===== src/rtl/hsb_rgb_colour_converter_defines.svh =====
// ----------------------------------------------------------------------------
// HSB/RGB colour converter assertion macros
// Shared assertion wrappers for the converter RTL.
// ----------------------------------------------------------------------------
`ifndef HSB_RGB_COLOUR_CONVERTER_DEFINES_SVH
`define HSB_RGB_COLOUR_CONVERTER_DEFINES_SVH

// The consequent must hold in the same cycle as the antecedent.
`define HRC_ASSERT_NOW(label, clk, rst_n, ante, cons, msg) \
    label: assert property (@(posedge clk) disable iff (!rst_n) (ante) |-> (cons)) \
        else $error(msg);

// The consequent must hold in the cycle after the antecedent.
`define HRC_ASSERT_NEXT(label, clk, rst_n, ante, cons, msg) \
    label: assert property (@(posedge clk) disable iff (!rst_n) (ante) |=> (cons)) \
        else $error(msg);

`endif


===== src/rtl/hrc_pkg.sv =====
// ----------------------------------------------------------------------------
// HRC package
// Shared constants, types and fixed-point helpers of the colour converter.
// ----------------------------------------------------------------------------
`default_nettype none

package hrc_pkg;

    localparam int unsigned IN_W   = 24;
    localparam int unsigned OUT_W  = 17;
    localparam int unsigned NUM_W  = 36;
    localparam int unsigned DEN_W  = 19;
    localparam int unsigned QUO_W  = 17;
    localparam int unsigned LANES  = 2;

    localparam logic [16:0] ONE_Q16 = 17'h10000;

    localparam logic DIR_HSB2RGB = 1'b0;
    localparam logic DIR_RGB2HSB = 1'b1;

    // Data that travels next to the divider lanes.
    typedef struct packed {
        logic        dir;
        logic        zero_spread;
        logic [16:0] max_c;
        logic [16:0] red;
        logic [16:0] green;
        logic [16:0] blue;
    } hrc_side_t;

    // Rounded Q16 product, halves up. Both operands stay within 0..1.0.
    function automatic logic [16:0] qmul(input logic [16:0] a, input logic [16:0] b);
        logic [33:0] p;
        p = 34'(a) * 34'(b) + 34'd32768;
        return p[32:16];
    endfunction

    // Clamp a signed Q7.16 value to 0..1.0.
    function automatic logic [16:0] clamp_unit(input logic signed [23:0] x);
        logic [16:0] r;
        if (x < 0)
        begin
            r = 17'd0;
        end
        else if (x > 24'sd65536)
        begin
            r = ONE_Q16;
        end
        else
        begin
            r = x[16:0];
        end
        return r;
    endfunction

endpackage

`default_nettype wire


===== src/rtl/hrc_div_pipe.sv =====
// ----------------------------------------------------------------------------
// HRC divider pipeline
// Two restoring divider lanes, one quotient bit per stage, with sideband.
// ----------------------------------------------------------------------------
`default_nettype none

module hrc_div_pipe (
    input  wire logic                       clk,
    input  wire logic                       rst_n,
    input  wire logic                       en,
    input  wire logic                       in_valid,
    input  wire logic [hrc_pkg::NUM_W-1:0]  num0,
    input  wire logic [hrc_pkg::DEN_W-1:0]  den0,
    input  wire logic [hrc_pkg::NUM_W-1:0]  num1,
    input  wire logic [hrc_pkg::DEN_W-1:0]  den1,
    input  wire hrc_pkg::hrc_side_t         side_in,
    output logic                            out_valid,
    output logic [hrc_pkg::QUO_W-1:0]       quo0,
    output logic [hrc_pkg::QUO_W-1:0]       quo1,
    output hrc_pkg::hrc_side_t              side_out
);
    import hrc_pkg::*;

    logic [QUO_W-1:0] valid_reg;
    logic [NUM_W-1:0] num_reg  [QUO_W][LANES];
    logic [DEN_W-1:0] den_reg  [QUO_W][LANES];
    logic [DEN_W-1:0] rem_reg  [QUO_W][LANES];
    logic [QUO_W-1:0] quo_reg  [QUO_W][LANES];
    hrc_side_t        side_reg [QUO_W];

    logic [NUM_W-1:0] num_in [LANES];
    logic [DEN_W-1:0] den_in [LANES];

    // One restoring step: shift in a numerator bit, subtract when it fits.
    function automatic logic [DEN_W:0] div_step(input logic [DEN_W-1:0] rem,
                                                 input logic             nbit,
                                                 input logic [DEN_W-1:0] den);
        logic [DEN_W:0] rsh;
        logic [DEN_W:0] res;
        rsh = {rem, nbit};
        if (rsh >= {1'b0, den})
        begin
            res = {1'b1, DEN_W'(rsh - {1'b0, den})};
        end
        else
        begin
            res = {1'b0, rsh[DEN_W-1:0]};
        end
        return res;
    endfunction

    always_comb
    begin
        num_in[0] = num0;
        num_in[1] = num1;
        den_in[0] = den0;
        den_in[1] = den1;
    end

    always_ff @(posedge clk or negedge rst_n)
    begin
        if (!rst_n)
        begin
            valid_reg <= '0;
        end
        else if (en)
        begin
            valid_reg <= {valid_reg[QUO_W-2:0], in_valid};
        end
    end

    always_ff @(posedge clk)
    begin
        logic [DEN_W:0] st;
        if (en)
        begin
            side_reg[0] <= side_in;
            for (int l = 0; l < LANES; l++)
            begin
                st = div_step(num_in[l][NUM_W-1:QUO_W], num_in[l][QUO_W-1], den_in[l]);
                num_reg[0][l] <= num_in[l];
                den_reg[0][l] <= den_in[l];
                rem_reg[0][l] <= st[DEN_W-1:0];
                quo_reg[0][l] <= {{(QUO_W-1){1'b0}}, st[DEN_W]};
            end
            for (int k = 1; k < QUO_W; k++)
            begin
                side_reg[k] <= side_reg[k-1];
                for (int l = 0; l < LANES; l++)
                begin
                    st = div_step(rem_reg[k-1][l], num_reg[k-1][l][QUO_W-1-k],
                                  den_reg[k-1][l]);
                    num_reg[k][l] <= num_reg[k-1][l];
                    den_reg[k][l] <= den_reg[k-1][l];
                    rem_reg[k][l] <= st[DEN_W-1:0];
                    quo_reg[k][l] <= {quo_reg[k-1][l][QUO_W-2:0], st[DEN_W]};
                end
            end
        end
    end

    assign out_valid = valid_reg[QUO_W-1];
    assign quo0      = quo_reg[QUO_W-1][0];
    assign quo1      = quo_reg[QUO_W-1][1];
    assign side_out  = side_reg[QUO_W-1];

endmodule

`default_nettype wire


===== config.mk =====
export PLATFORM = sky130hd
export DESIGN_NAME = hrc_div_pipe
export DESIGN_NICKNAME = d
export VERILOG_FILES = /design/src/rtl/hsb_rgb_colour_converter_defines.svh /design/src/rtl/hrc_pkg.sv /design/src/rtl/hrc_div_pipe.sv
export SDC_FILE = /design/constraint.sdc
export NUM_CORES = 2
export LEC_CHECK = 0
export BUFFER_PORTS_ARGS = -buffer_cell sky130_fd_sc_hd__buf_2
export CAP_MARGIN = 20
export CORE_MARGIN = 3
export CORE_UTILIZATION = 50
export DETAILED_ROUTE_END_ITERATION = 7
export MAX_ROUTING_LAYER = met4
export PLACE_DENSITY = 0.76
export SLEW_MARGIN = 20
export SYNTH_ARGS = -nofsm -noshare
export SYNTH_HDL_FRONTEND = slang
export SYNTH_MEMORY_MAX_BITS = 65536
export SYNTH_SLANG_ARGS = --single-unit

===== constraint.sdc =====
create_clock -name clk -period 6.5 [get_ports clk]
set_clock_uncertainty 0.05 [all_clocks]
set_input_delay 1.3 -clock clk [delete_from_list [all_inputs] [get_ports clk]]
set_output_delay 1.3 -clock clk [all_outputs]
set_load 0.02 [all_outputs]

**Word-level counts from Yosys, hierarchy flattened**

Memories as Yosys holds them, arrays and structs flattened.
Cells that the tools add are included.

- Register bits after elaboration: 17
- Bits in latches: 0
- RAM bits: 4284
- Memory bits (read-only): 0
- Input port bits: 184
- Output and inout port bits: 105
- Logic and storage cells: 144
- Memories: 5

Memory list:

| name | words | width | read ports | clocked after Yosys merged registers in | write ports | line | source |
|---|---|---|---|---|---|---|---|
| num_reg | 17 | 72 | 16 | 0 | 17 | hrc_div_pipe.sv:25 | `logic [NUM_W-1:0] num_reg [QUO_W][LANES];` |
| side_reg | 17 | 70 | 17 | 0 | 17 | hrc_div_pipe.sv:29 | `hrc_side_t side_reg [QUO_W];` |
| den_reg | 17 | 38 | 16 | 0 | 17 | hrc_div_pipe.sv:26 | `logic [DEN_W-1:0] den_reg [QUO_W][LANES];` |
| rem_reg | 17 | 38 | 16 | 0 | 17 | hrc_div_pipe.sv:27 | `logic [DEN_W-1:0] rem_reg [QUO_W][LANES];` |
| quo_reg | 17 | 34 | 17 | 0 | 17 | hrc_div_pipe.sv:28 | `logic [QUO_W-1:0] quo_reg [QUO_W][LANES];` |

- Add/subtract/negate cells: 34
- Multiply operators: 0
- Div/mod/pow operators: 0
- Order comparisons: 34
- Equality and inequality tests: 0
- Shift operators: 0
- Mux-type cells: 70
- Bitwise operators: 0
- Reduce and logical (&&, ||, !) cells: 0

Operator list:

| cell | count |
|---|---|
| 20-bit 2-to-1 mux | 68 |
| 20-bit by 19-bit >= comparator with 1-bit output | 34 |
| 19-bit subtractor | 34 |
| 1-bit 2-to-1 mux | 2 |

**Depth between registers and ports, before layout**

- Word-level depth: 3
- Depth in mapped cells: 14
- Depth with buffers taken out: 12

**Worst setup path after synthesis**

OpenSTA, ideal clock, no wires.

- Kind: input to register
- From: input port num0[16] in the netlist's numbering
- To: memory rem_reg[0][31] in the netlist's numbering (data pin)
- Library setup time: 0.260 ns
- Arrival time: 3.786 ns
- Required time: 6.190 ns
- Setup slack: 2.404 ns
- Stages on the path: 13
- Path buffers: 1
- Cell sequence: inv_1 -> ha_1 -> fa_1 -> nor2b_1 -> o21a_1 -> o21ai_0 -> a211oi_1 -> nor4_1 -> or2_2 -> nor2b_1 -> o221ai_1 -> buf_2 -> mux2_2

RTL lines:

| element | line | source |
|---|---|---|
| from (decl) | hrc_div_pipe.sv:12 | `input wire logic [hrc_pkg::NUM_W-1:0] num0,` |
| to (decl) | hrc_div_pipe.sv:27 |  |

==> flow_summary.toml <==
[power_and_ir_drop]
comb_power_share_pct = 30.6
p_sw_mw = 19.66
sequentialPowerShare_pct = 42.2
p_leak_nw = 55.54
peakVddDrop_uv = 319.9
report.power.total_mw = 64.65
internal-power_mw = 44.99
clockPowerShare_pct = 27.2
swShare_pct = 30.42
p_per_area_mw_per_mm2 = 447.3

[place]
place_congestion = 0.9182
io_buffers = 288
placedCellCount = 12249
hpwl_mm = 151.2

[flow_run]
drv_cap = 0

[clock_tree]
cts_resized = 0
htree_num_levels = 5
clk_pin_slew_ns = 0.06
cts.sinks = 3001
cts_root_buf = "clkbuf_16"
insertion_delay_ns = 0.95
cts-buffers-inserted = 328
hold_buffers = 0
cts_max_path_buffers = 4
cts_tree = "done"
cts_setup_buffers = 0

[final_layout]
layout_commonest_cell = "edfxtp_1"
post-route-util_pct = 56.72
mostFrequentLayoutCells = "edfxtp_1, inv_1, ha_1, o21ai_0, a21oi_1"
final_cells = 12815
area_delta_synth_final_pct = 12.58
fill_cells = 19311
layout-drive-gt1-share_pct = 12.09
finalNetCount = 10076
largest_reg_flops = 1190

[timing]
finalMaxSlewViolations = 0
setup_tns_ns = 0
hold_slack_ns = 0.2191
max_freq_mhz = 248.7
setup_viol_count_final = 0
fin_crit_ns = 4.020
min_period_over_period_pct = 61.85
slew_headroom_pct = 27.23
hold_viol = 0
rsz0062_at_grt = "no"
worst_pin_slew_ns = 1.088

[global_route]
grt_use_total_pct = 17.31
grt_pass1_wl_mm = 361.5
gr-total-overflow = 0
grt_pass1_vias = 69931
grt_max_degree = 202
antenna_found_initial = 3

[critical_path]
worstPathRequired_ns = 7.06
path_class = "reg2reg"
end_kind = "flop"
start_kind = "flop"
cp_max_fo = 12
worst_ep_arrival_time_ns = 4.58

[yosys]
synth_top_flop_cell = "edfxtp_1"
synth_nets = 9530
ys_seq_elements = 3001
synth_warnings = 0
syn-cell-area_mm2 = 0.1284
synth_cell_types = 85
synth_edf_count = 2984
ys_seq_area_share_pct = 70.12
avgSynthCellArea_um2 = 14.81
synthCells = 8668
async_flop_share_pct = 0.5665

[floorplan]
io_pins = 289
initial_utilization_pct = 50.38
design.die.area_mm2 = 0.2629
dieHeight_um = 512.7
dieWidth_um = 512.7
core-area_mm2 = 0.2549
fp-row-count = 185

[drt]
wire_per_inst_um = 17.39
drt_iter0_markers = 4759
vias = 68225
drc = 0
drtPass1Iterations = 6
ant_nets = 0
routed_wl_mm = 222.9
viasPerCell = 5.324

[min_path]
min_path_type = "in2async"

[status]
status = "complete, no violations"
==> routing by layer <==
| metal | global-route usage (%) | up-vias | routed length, um |
|---|---|---|---|
| met3 | 2.941 | 501 | 9142 |
| li1 | - | 33571 | - |
| met4 | 5.992 | 0 | 7046 |
| met1 | 20.70 | 32678 | 93580 |
| met2 | 29.73 | 1475 | 113100 |
| met5 | - | - | 0 |
==> cells by family (layout without fill, tap and decap cells) <==
| logic type | after synthesis | in the layout | share of synthesized area (%) |
|---|---|---|---|
| flops | 3001 | 3001 | 70.12 |
| compound gates | 1843 | 1843 | 9.091 |
| simple gates | 1397 | 1397 | 5.125 |
| buf+inv | 960 | 1736 | 2.879 |
| fa+ha+maj | 678 | 678 | 6.794 |
| xor+xnor | 462 | 462 | 3.152 |
| mux | 327 | 327 | 2.835 |
| other cells | 0 | 5 | 0 |
==> path summary, 6_finish.rpt <==
path / start / endpoint / slack [ns] / cells past startpoint
setup / recovery: num_reg[9][6] / rem_reg[10][15] / 2.48 / 13
hold / removal: rst_n / valid_reg[4] / 0.22 / 1
setup reg to reg: num_reg[9][6] / rem_reg[10][15] / 2.48 / 13
hold reg to reg: side_reg[1][107] / side_reg[1][177] / 0.30 / 0
max in group asynchronous: rst_n / valid_reg[15] / 5.83 / 1
min in group clk: side_reg[1][107] / side_reg[1][177] / 0.30 / 0
==> critical path, cell delays in order, from the launching register on <==
cell and delay [ns]:
edfxtp_1 0.43, inv_1 0.09, ha_1 0.21, fa_1 0.42, nor2b_1 0.12, o21ai_0 0.12
a21oi_1 0.20, nor3_1 0.09, o31a_1 0.30, o21ai_0 0.09, a211oi_1 0.11, nor3_2 0.81
buf_4 0.33, mux2_2 0.36
==> cell usage after synthesis (all sizes together) (109+ instances only) <==
| cell | number | area share [%] |
|---|---|---|
| a21o | 248 | 1.5 |
| a21oi | 478 | 1.9 |
| edfxtp | 2984 | 70 |
| ha | 646 | 6.3 |
| inv | 812 | 2.4 |
| mux2 | 293 | 2.6 |
| nand2 | 475 | 1.4 |
| nor2 | 315 | 0.92 |
| o21a | 109 | 0.64 |
| o21ai | 520 | 2.0 |
| xnor2 | 270 | 1.8 |
| xor2 | 192 | 1.3 |
==> final cells by class <==
| cell class | instances | area (um2) | area share (%) |
|---|---|---|---|
| flip-flops and latches | 3001 | 90030 | 62.29 |
| inverters | 812 | 3048 | 2.109 |
| repair buffers | 364 | 2188 | 1.514 |
| diodes | 5 | 12.51 | 0.008656 |
| clock buffers | 395 | 8627 | 5.969 |
| multi-input cells | 4707 | 34810 | 24.08 |
| well taps | 3366 | 4212 | 2.914 |
| clock inverters | 165 | 1609 | 1.113 |
==> power groups by stage <==
| stage | clock network, mW | logic (mW) | registers [mW] |
|---|---|---|---|
| final | 17.6 | 19.8 | 27.3 |
| after global routing | 19.0 | 22.2 | 27.6 |
| after CTS | 18.2 | 19.7 | 27.3 |
| after detailed placement | 0 | 19.5 | 27.6 |
| after global placement | 0 | 19.0 | 27.6 |
| after floorplan | 0 | 15.2 | 26.9 |
==> per-stage QoR <==
stage          cell area, um2  setup WS [ns]
3_3_place_gp           134300          1.735
3_5_place_dp           134300          1.754
5_1_grt                144500          2.265
2_1_floorplan          128400          2.404
4_1_cts                144500          2.270
6_report               144500          2.480
Power figures use the tool's default switching activity.
