[config.mk]
export PLATFORM = sky130hd
export DESIGN_NAME = hrc_front
export DESIGN_NICKNAME = d
export VERILOG_FILES = /design/src/rtl/hsb_rgb_colour_converter_defines.svh /design/src/rtl/hrc_pkg.sv /design/src/rtl/hrc_front.sv
export SDC_FILE = /design/constraint.sdc
export NUM_CORES = 2
export LEC_CHECK = 0
export BUFFER_PORTS_ARGS = -buffer_cell sky130_fd_sc_hd__buf_2
export CORE_ASPECT_RATIO = 0.75
export CORE_MARGIN = 2
export CORE_UTILIZATION = 55
export CTS_CLUSTER_DIAMETER = 120
export DETAILED_ROUTE_END_ITERATION = 7
export PLACE_DENSITY = 0.8
export SKIP_LAST_GASP = 1
export SYNTH_ARGS = -nofsm -noshare
export SYNTH_HDL_FRONTEND = slang
export SYNTH_SLANG_ARGS = --single-unit
[constraint.sdc]
create_clock -name clk -period 25.4 [get_ports clk]
set_input_delay 3.81 -clock clk [delete_from_list [all_inputs] [get_ports clk]]
set_output_delay 3.81 -clock clk [all_outputs]
set_load 0.02 [all_outputs]
[src/rtl/hsb_rgb_colour_converter_defines.svh]
// ----------------------------------------------------------------------------
// HSB/RGB colour converter assertion macros
// Shared assertion wrappers for the converter RTL.
// ----------------------------------------------------------------------------
`ifndef HSB_RGB_COLOUR_CONVERTER_DEFINES_SVH
`define HSB_RGB_COLOUR_CONVERTER_DEFINES_SVH

// The consequent must hold in the same cycle as the antecedent.
`define HRC_ASSERT_NOW(label, clk, rst_n, ante, cons, msg) \
    label: assert property (@(posedge clk) disable iff (!rst_n) (ante) |-> (cons)) \
        else $error(msg);

// The consequent must hold in the cycle after the antecedent.
`define HRC_ASSERT_NEXT(label, clk, rst_n, ante, cons, msg) \
    label: assert property (@(posedge clk) disable iff (!rst_n) (ante) |=> (cons)) \
        else $error(msg);

`endif

[src/rtl/hrc_pkg.sv]
// ----------------------------------------------------------------------------
// HRC package
// Shared constants, types and fixed-point helpers of the colour converter.
// ----------------------------------------------------------------------------
`default_nettype none

package hrc_pkg;

    localparam int unsigned IN_W   = 24;
    localparam int unsigned OUT_W  = 17;
    localparam int unsigned NUM_W  = 36;
    localparam int unsigned DEN_W  = 19;
    localparam int unsigned QUO_W  = 17;
    localparam int unsigned LANES  = 2;

    localparam logic [16:0] ONE_Q16 = 17'h10000;

    localparam logic DIR_HSB2RGB = 1'b0;
    localparam logic DIR_RGB2HSB = 1'b1;

    // Data that travels next to the divider lanes.
    typedef struct packed {
        logic        dir;
        logic        zero_spread;
        logic [16:0] max_c;
        logic [16:0] red;
        logic [16:0] green;
        logic [16:0] blue;
    } hrc_side_t;

    // Rounded Q16 product, halves up. Both operands stay within 0..1.0.
    function automatic logic [16:0] qmul(input logic [16:0] a, input logic [16:0] b);
        logic [33:0] p;
        p = 34'(a) * 34'(b) + 34'd32768;
        return p[32:16];
    endfunction

    // Clamp a signed Q7.16 value to 0..1.0.
    function automatic logic [16:0] clamp_unit(input logic signed [23:0] x);
        logic [16:0] r;
        if (x < 0)
        begin
            r = 17'd0;
        end
        else if (x > 24'sd65536)
        begin
            r = ONE_Q16;
        end
        else
        begin
            r = x[16:0];
        end
        return r;
    endfunction

endpackage

`default_nettype wire

[src/rtl/hrc_front.sv]
// ----------------------------------------------------------------------------
// HRC front end
// Three stages: clamp, products and channel ordering, then RGB results and
// the divider operands for the RGB to HSB direction.
// ----------------------------------------------------------------------------
`default_nettype none

module hrc_front (
    input  wire logic                clk,
    input  wire logic                rst_n,
    input  wire logic                en,
    input  wire logic                dir,
    input  wire logic                in_valid,
    input  wire logic signed [23:0]  comp_a,
    input  wire logic signed [23:0]  comp_b,
    input  wire logic signed [23:0]  comp_c,
    output logic                     out_valid,
    output logic [hrc_pkg::NUM_W-1:0] num0,
    output logic [hrc_pkg::DEN_W-1:0] den0,
    output logic [hrc_pkg::NUM_W-1:0] num1,
    output logic [hrc_pkg::DEN_W-1:0] den1,
    output hrc_pkg::hrc_side_t       side
);
    import hrc_pkg::*;

    // Stage 1 registers.
    logic        s1_valid_reg;
    logic        s1_dir_reg;
    logic [16:0] s1_a_reg, s1_b_reg, s1_c_reg;

    // Stage 2 registers.
    logic        s2_valid_reg;
    logic        s2_dir_reg;
    logic        s2_vzero_reg, s2_szero_reg;
    logic [2:0]  s2_dom_reg;
    logic [16:0] s2_v_reg, s2_p2_reg, s2_p3_reg, s2_f1_reg;
    logic [16:0] s2_mx_reg, s2_d_reg;
    logic [18:0] s2_n_reg;

    // Stage 3 registers.
    logic        s3_valid_reg;
    logic [NUM_W-1:0] num0_reg, num1_reg;
    logic [DEN_W-1:0] den0_reg, den1_reg;
    hrc_side_t   side_reg;

    // Stage 2 logic.
    logic [18:0] hd;
    logic [16:0] fr;
    logic [16:0] mx, mn, d;
    logic [19:0] d6;
    logic signed [20:0] n_raw, n_wrap;

    always_comb
    begin
        hd = 19'({s1_a_reg[15:0], 2'b00}) + 19'({s1_a_reg[15:0], 1'b0});
        fr = {1'b0, hd[15:0]};

        mx = s1_a_reg;
        if (s1_b_reg > mx)
        begin
            mx = s1_b_reg;
        end
        if (s1_c_reg > mx)
        begin
            mx = s1_c_reg;
        end
        mn = s1_a_reg;
        if (s1_b_reg < mn)
        begin
            mn = s1_b_reg;
        end
        if (s1_c_reg < mn)
        begin
            mn = s1_c_reg;
        end
        d  = mx - mn;
        d6 = 20'({d, 2'b00}) + 20'({d, 1'b0});

        priority if (s1_a_reg == mx)
        begin
            n_raw = 21'(s1_b_reg) - 21'(s1_c_reg);
        end
        else if (s1_b_reg == mx)
        begin
            n_raw = 21'({d, 1'b0}) + 21'(s1_c_reg) - 21'(s1_a_reg);
        end
        else
        begin
            n_raw = 21'({d, 2'b00}) + 21'(s1_a_reg) - 21'(s1_b_reg);
        end
        n_wrap = (n_raw < 0) ? n_raw + 21'(d6) : n_raw;
    end

    // Stage 3 logic.
    logic [16:0] f2, f3;
    logic [16:0] r_c, g_c, b_c;

    always_comb
    begin
        f2 = qmul(s2_v_reg, ONE_Q16 - s2_p2_reg);
        f3 = qmul(s2_v_reg, ONE_Q16 - s2_p3_reg);
        unique case (s2_dom_reg)
            3'd0:    begin r_c = s2_v_reg;  g_c = f3;        b_c = s2_f1_reg; end
            3'd1:    begin r_c = f2;        g_c = s2_v_reg;  b_c = s2_f1_reg; end
            3'd2:    begin r_c = s2_f1_reg; g_c = s2_v_reg;  b_c = f3;        end
            3'd3:    begin r_c = s2_f1_reg; g_c = f2;        b_c = s2_v_reg;  end
            3'd4:    begin r_c = f3;        g_c = s2_f1_reg; b_c = s2_v_reg;  end
            default: begin r_c = s2_v_reg;  g_c = s2_f1_reg; b_c = f2;        end
        endcase
        if (s2_vzero_reg)
        begin
            r_c = '0;
            g_c = '0;
            b_c = '0;
        end
        else if (s2_szero_reg)
        begin
            r_c = s2_v_reg;
            g_c = s2_v_reg;
            b_c = s2_v_reg;
        end
    end

    always_ff @(posedge clk or negedge rst_n)
    begin
        if (!rst_n)
        begin
            s1_valid_reg <= 1'b0;
            s2_valid_reg <= 1'b0;
            s3_valid_reg <= 1'b0;
        end
        else if (en)
        begin
            s1_valid_reg <= in_valid;
            s2_valid_reg <= s1_valid_reg;
            s3_valid_reg <= s2_valid_reg;
        end
    end

    always_ff @(posedge clk)
    begin
        if (en)
        begin
            s1_dir_reg <= dir;
            s1_a_reg   <= (dir == DIR_RGB2HSB) ? clamp_unit(comp_a) : {1'b0, comp_a[15:0]};
            s1_b_reg   <= clamp_unit(comp_b);
            s1_c_reg   <= clamp_unit(comp_c);

            s2_dir_reg   <= s1_dir_reg;
            s2_vzero_reg <= (s1_c_reg == 17'd0);
            s2_szero_reg <= (s1_b_reg == 17'd0);
            s2_dom_reg   <= hd[18:16];
            s2_v_reg     <= s1_c_reg;
            s2_p2_reg    <= qmul(s1_b_reg, fr);
            s2_p3_reg    <= qmul(s1_b_reg, ONE_Q16 - fr);
            s2_f1_reg    <= qmul(s1_c_reg, ONE_Q16 - s1_b_reg);
            s2_mx_reg    <= mx;
            s2_d_reg     <= d;
            s2_n_reg     <= n_wrap[18:0];

            num0_reg <= {3'b000, s2_d_reg, 16'd0} + NUM_W'(s2_mx_reg[16:1]);
            den0_reg <= DEN_W'(s2_mx_reg);
            num1_reg <= {1'b0, s2_n_reg, 16'd0} + NUM_W'({s2_d_reg, 1'b0})
                        + NUM_W'(s2_d_reg);
            den1_reg <= DEN_W'({s2_d_reg, 2'b00}) + DEN_W'({s2_d_reg, 1'b0});
            side_reg.dir         <= s2_dir_reg;
            side_reg.zero_spread <= (s2_d_reg == 17'd0);
            side_reg.max_c       <= s2_mx_reg;
            side_reg.red         <= r_c;
            side_reg.green       <= g_c;
            side_reg.blue        <= b_c;
        end
    end

    assign out_valid = s3_valid_reg;
    assign num0      = num0_reg;
    assign den0      = den0_reg;
    assign num1      = num1_reg;
    assign den1      = den1_reg;
    assign side      = side_reg;

endmodule

`default_nettype wire

## Word level (Yosys, flattened, before mapping)

Cells that the tools add are included.
Widths: inputs -> output; s select.

- Register bits: 343

- Add/subtract/negate cells: 22
- $mul: 5
- $lt $le $gt $ge: 11
- Eq/ne operators: 6
- Muxes and demuxes: 18
- Bitwise gates (word level): 1
- Reductions and logical operators: 11

Operator list:

| operator | number |
|---|---|
| $mux 17 | 10 |
| $add 33x16->33 const B | 5 |
| $pmux 17 s3 | 3 |
| $mul 17x17->33 | 4 |
| $gt 24x18->1 const B | 3 |
| $lt 24x1->1 const B | 3 |
| $logic_not 17->1 | 3 |
| $sub 17x17->17 const A | 3 |
| $mux 21 | 2 |
| $add 18x17->19 | 2 |
| $add 19x18->19 | 2 |
| $add 35x18->36 | 1 |
| $add 36x17->36 | 1 |
| $add 33x16->34 | 1 |
| $eq 17x17->1 | 2 |
| $gt 17x17->1 | 2 |
| $lt 17x17->1 | 2 |
| $mul 17x16->33 | 1 |
| $mux 16 | 2 |
| $lt 21x1->1 const B | 1 |
| $sub 20x17->21 | 1 |
| $add 19x17->20 | 1 |
| $sub 19x17->20 | 1 |
| $add 19x19->19 | 1 |
| other kinds (10) | 17 |

## Depth between registers and ports, before layout

- Word-level depth: 11
- Gate-level depth with buffers: 52

## Least setup slack after synthesis

No wires, ideal clock.

- Kind: register to register
- From: register s1_a_reg[12]
- To: register s2_n_reg[18] (data pin)
- Setup time: 260 ps
- Arrival time: 11,504 ps
- Slack: 13,636 ps
- Stages on the path, launching flop included: 50
- Buffers on the path: 4
- Cell sequence: edfxtp_1 clkbuf_1 inv_1 ha_1 nand4_1 or3_1 o31ai_4 a21o_2 buf_6 buf_8 mux2i_1 inv_1 ha_1 a21o_1 a221o_1 a221o_1 o21ai_0 o221ai_2 [... 14 more ...] o21ai_0 a21boi_0 o21ai_0 nand2b_1 a311oi_1 o41ai_1 a31oi_1 xor2_1 mux2_2 a21oi_1 fa_1 ha_1 or3_1 nor3_1 nand3b_1 xor2_1 a21oi_1 mux2_2

- Word-level cells in the longest chain between the ends: 11
- Elaborated cells on any way between the ends: 21

RTL lines:

| element | RTL line | RTL |
|---|---|---|
| start: declaration | hrc_front.sv:29 | `logic [16:0] s1_a_reg, s1_b_reg, s1_c_reg;` |
| start signal: assignment | hrc_front.sv:145 | `s1_a_reg <= (dir == DIR_RGB2HSB) ? clamp_unit(comp_a) : {1'b0, comp_a[15:0]};` |
| $gt 17x17->1 | hrc_front.sv:59 | `if (s1_b_reg > mx)` |
| $mux 17 (*) | hrc_front.sv:59 |  |
| $gt 17x17->1 | hrc_front.sv:63 | `if (s1_c_reg > mx)` |
| $mux 17 (*) | hrc_front.sv:63 |  |
| net mx[1] | hrc_front.sv:49 | `logic [16:0] mx, mn, d;` |
| $sub 17x17->17 (*) | hrc_front.sv:76 | `d = mx - mn;` |
| net d[4] | hrc_front.sv:49 |  |
| $add 19x17->20 or $add 18x17->19 (tied branches) | hrc_front.sv:89, hrc_front.sv:85 |  |
| $sub 20x17->21 or $sub 19x17->20 (tied branches) | hrc_front.sv:89, hrc_front.sv:85 |  |
| $mux 21 | hrc_front.sv:83 | `else if (s1_b_reg == mx)` |
| $mux 21 | hrc_front.sv:79 | `priority if (s1_a_reg == mx)` |
| $add 19x19->19 or $lt 21x1->1 (tied branches) | hrc_front.sv:91 | `n_wrap = (n_raw < 0) ? n_raw + 21'(d6) : n_raw;` |
| $mux 19 (*) | hrc_front.sv:91 |  |
| net n_wrap[18] | hrc_front.sv:51 | `logic signed [20:0] n_raw, n_wrap;` |
| end signal: assignment | hrc_front.sv:159 | `s2_n_reg <= n_wrap[18:0];` |
| end: declaration | hrc_front.sv:38 | `logic [18:0] s2_n_reg;` |

The timed path passes the listed nets; every way through them passes the cells marked *.
A chain may end at the register's enable or synchronous reset.

## Worst setup path in the final report

- From: register s1_a_reg[3]
- To: register s2_n_reg[18] (data pin)

The elaborated chain is that of the path after synthesis.

==> flow_metrics.py <==
metrics = {
    "yosys": {
        "yosys_warnings": 0,
        "synthesis.area_mm2": 0.0683,
        "ys_ff_latch": 319,
        "synth_edf_count": 316,
        "syn_inst": 7435,
        "yosysSeqAreaShare_pct": 14.0,
        "ys.flop_type": "edfxtp_1",
        "yosysUniqueCellTypes": 98,
        "async_flop_share_pct": 0.940,
        "postSynthAreaPerCell_um2": 9.18,
    },
    "worst_setup_path": {
        "worstPathRequired_ps": 25730,
        "start_kind": "register",
        "max_stage_delay_ps": 910,
        "arrival_ps": 15100,
        "cp_slowest_cell": "xnor2_1",
        "path_common_cell": "inv_1",
        "cp_num_buf_inv": 8,
        "end_kind": "register",
        "crit_family": "compound AO/OA/AOI/OAI gates",
        "path_class": "register to register",
        "critPathMaxFanout": 28,
    },
    "final_layout": {
        "nets": 9464,
        "fill_cells": 10300,
        "area_delta_synth_final_pct": 6.07,
        "drive_gt1_share_pct": 7.47,
        "largest_register_ffs": 53,
        "design_area_mm2": 0.0724,
    },
    "placed_design": {
        "dp_hpwl_um": 159000,
        "place_area_mm2": 0.0712,
        "io_buffer_count": 251,
        "dpl_worst_slack_ps": 11370,
        "gp_congestion": 1.04,
    },
    "global_routing": {
        "overflow": 0,
        "grt_max_degree": 123,
        "track_usage_pct": 33.4,
        "antenna_found_initial": 12,
        "grt_first_pass_wirelength_um": 325000,
        "first_global_vias": 56100,
    },
    "floorplan": {
        "die-height_um": 309,
        "core-area_mm2": 0.123,
        "dieArea_mm2": 0.127,
        "die_width_um": 411,
        "placementRows": 111,
        "start_util_pct": 55.7,
        "io_pins": 258,
    },
    "clock_network": {
        "htreeDepth": 2,
        "clk_pin_slew_ps": 70,
        "tritoncts_num_sinks": 319,
        "clock_latency_ps": 620,
        "clk_path_buf_depth": 3,
        "post_cts_buffers": 0,
        "hold_buffers": 0,
        "cts_root_buffer": "clkbuf_16",
        "numCtsBuffers": 35,
        "cts_tree": "done",
        "cts_resized": 0,
    },
    "timing": {
        "fin_tns_setup_ps": 0,
        "finalMaxSlewViolations": 0,
        "hold_viol": 0,
        "tightest_slew_ps": 1230,
        "final-setup-viol-count": 0,
        "skew_ps": 53.8,
        "setup_ws_ps": 10630,
        "rsz0062_at_grt": "no",
        "period_share_pct": 58.1,
        "fmax_mhz": 67.7,
        "min_period_ps": 14770,
        "relSlewSlack_pct": 17.6,
    },
    "routing": {
        "viasPerCell": 5.92,
        "wl_per_cell_um": 22.9,
        "ant_nets": 0,
        "drt_iter0_markers": 6040,
        "vias": 54200,
        "routed_wirelength_um": 210000,
        "route.detailed.drc": 0,
        "dr.pass1.iters": 7,
    },
    "run": {
        "cap_viol_max_count": 0,
    },
    "outcome": {
        "outcome": "finished clean",
    },
    "hold_path": {
        "hp-class": "register to register",
    },
}
## cell usage after synthesis, drive strengths merged (13+ instances only)
| cell type | instances | area share (%) |
|---|---|---|
| a211oi | 28 | 0.32 |
| a21boi | 14 | 0.15 |
| a21o | 72 | 0.79 |
| a21oi | 239 | 1.8 |
| a221oi | 37 | 0.47 |
| a31o | 13 | 0.17 |
| a31oi | 26 | 0.24 |
| and2 | 506 | 4.6 |
| and3 | 23 | 0.21 |
| buf | 78 | 0.77 |
| clkbuf | 318 | 1.7 |
| edfxtp | 316 | 14 |
| fa | 1131 | 33 |
| ha | 762 | 14 |
| inv | 1421 | 7.8 |
| mux2 | 24 | 0.40 |
| mux2i | 61 | 0.95 |
| nand2 | 1019 | 5.6 |
| nand2b | 35 | 0.32 |
| nand3 | 55 | 0.40 |
| nand4 | 29 | 0.27 |
| nor2 | 269 | 1.5 |
| nor2b | 26 | 0.24 |
| nor3 | 89 | 0.66 |
| nor4 | 44 | 0.42 |
| o211ai | 16 | 0.18 |
| o21a | 36 | 0.40 |
| o21ai | 167 | 1.2 |
| o21bai | 29 | 0.32 |
| o22ai | 19 | 0.17 |
| o31ai | 18 | 0.22 |
| or2 | 14 | 0.13 |
| or3 | 22 | 0.20 |
| xnor2 | 219 | 2.8 |
| xor2 | 85 | 1.1 |
## cell type report
cell class,instances,area [um^2],share of cell area [%]
multi-input cells,5298,51800,71.5
flip-flops and latches,319,9560,13.2
inverters,1427,5360,7.40
repair buffers,413,2480,3.43
well taps,1638,2050,2.83
clock buffers,38,887,1.23
clock inverters,25,295,0.408
diodes,2,5.00,0.00691
## layout by cell type (no fill, tap or decap), types with 80 or more instances in the layout
master	n
fa_1	1131
nor3_1	88
o21ai_0	166
a21oi_1	236
and2_1	505
buf_2	250
xnor2_1	209
nor2_1	269
inv_1	1419
buf_4	162
edfxtp_1	316
ha_1	762
nand2_1	1017
xor2_1	80
## routing by layer
layer | wire [um] | GRT usage [%] | up-vias
met1 | 86400 | 47.8 | 26900
met4 | 7080 | 9.68 | 16
met3 | 27900 | 9.70 | 503
met5 | 193 | 0.600 | -
li1 | - | - | 23500
met2 | 88300 | 49.2 | 3266
## final timing paths
check	from	to	slack (ps)	cells after the start
min in group asynchronous	rst_n	s2_valid_reg	3020	1
max in group asynchronous	rst_n	out_valid	22270	1
max	s1_a_reg[3]	s2_n_reg[18]	10630	49
max reg2reg	s1_a_reg[3]	s2_n_reg[18]	10630	49
min	s2_mx_reg[12]	den0[12]	420	0
min reg2reg	s2_mx_reg[12]	den0[12]	420	0
## stage by stage
step                hold slack (ps)  std cells  utilization [%]
detailed placement              405       9095             58.1
CTS                             419       9158             59.0
global route                    424       9159             59.0
global placement                405       9095             58.1
floorplan                       400       7440                -
finish                          419       9160             59.0
## cells by family after synthesis
group / after synthesis / synth area share, %
buf+inv: 1823 / 10.4
simple gates: 2174 / 15.1
compound gates: 836 / 8.10
xor+xnor: 304 / 3.90
other cells: 1 / 0.00549
flops: 319 / 14.0
mux: 85 / 1.35
fa+ha+maj: 1893 / 47.1
Power is not shown: default switching activity piles up to over one toggle a cycle in this logic, so the estimate is an artifact.
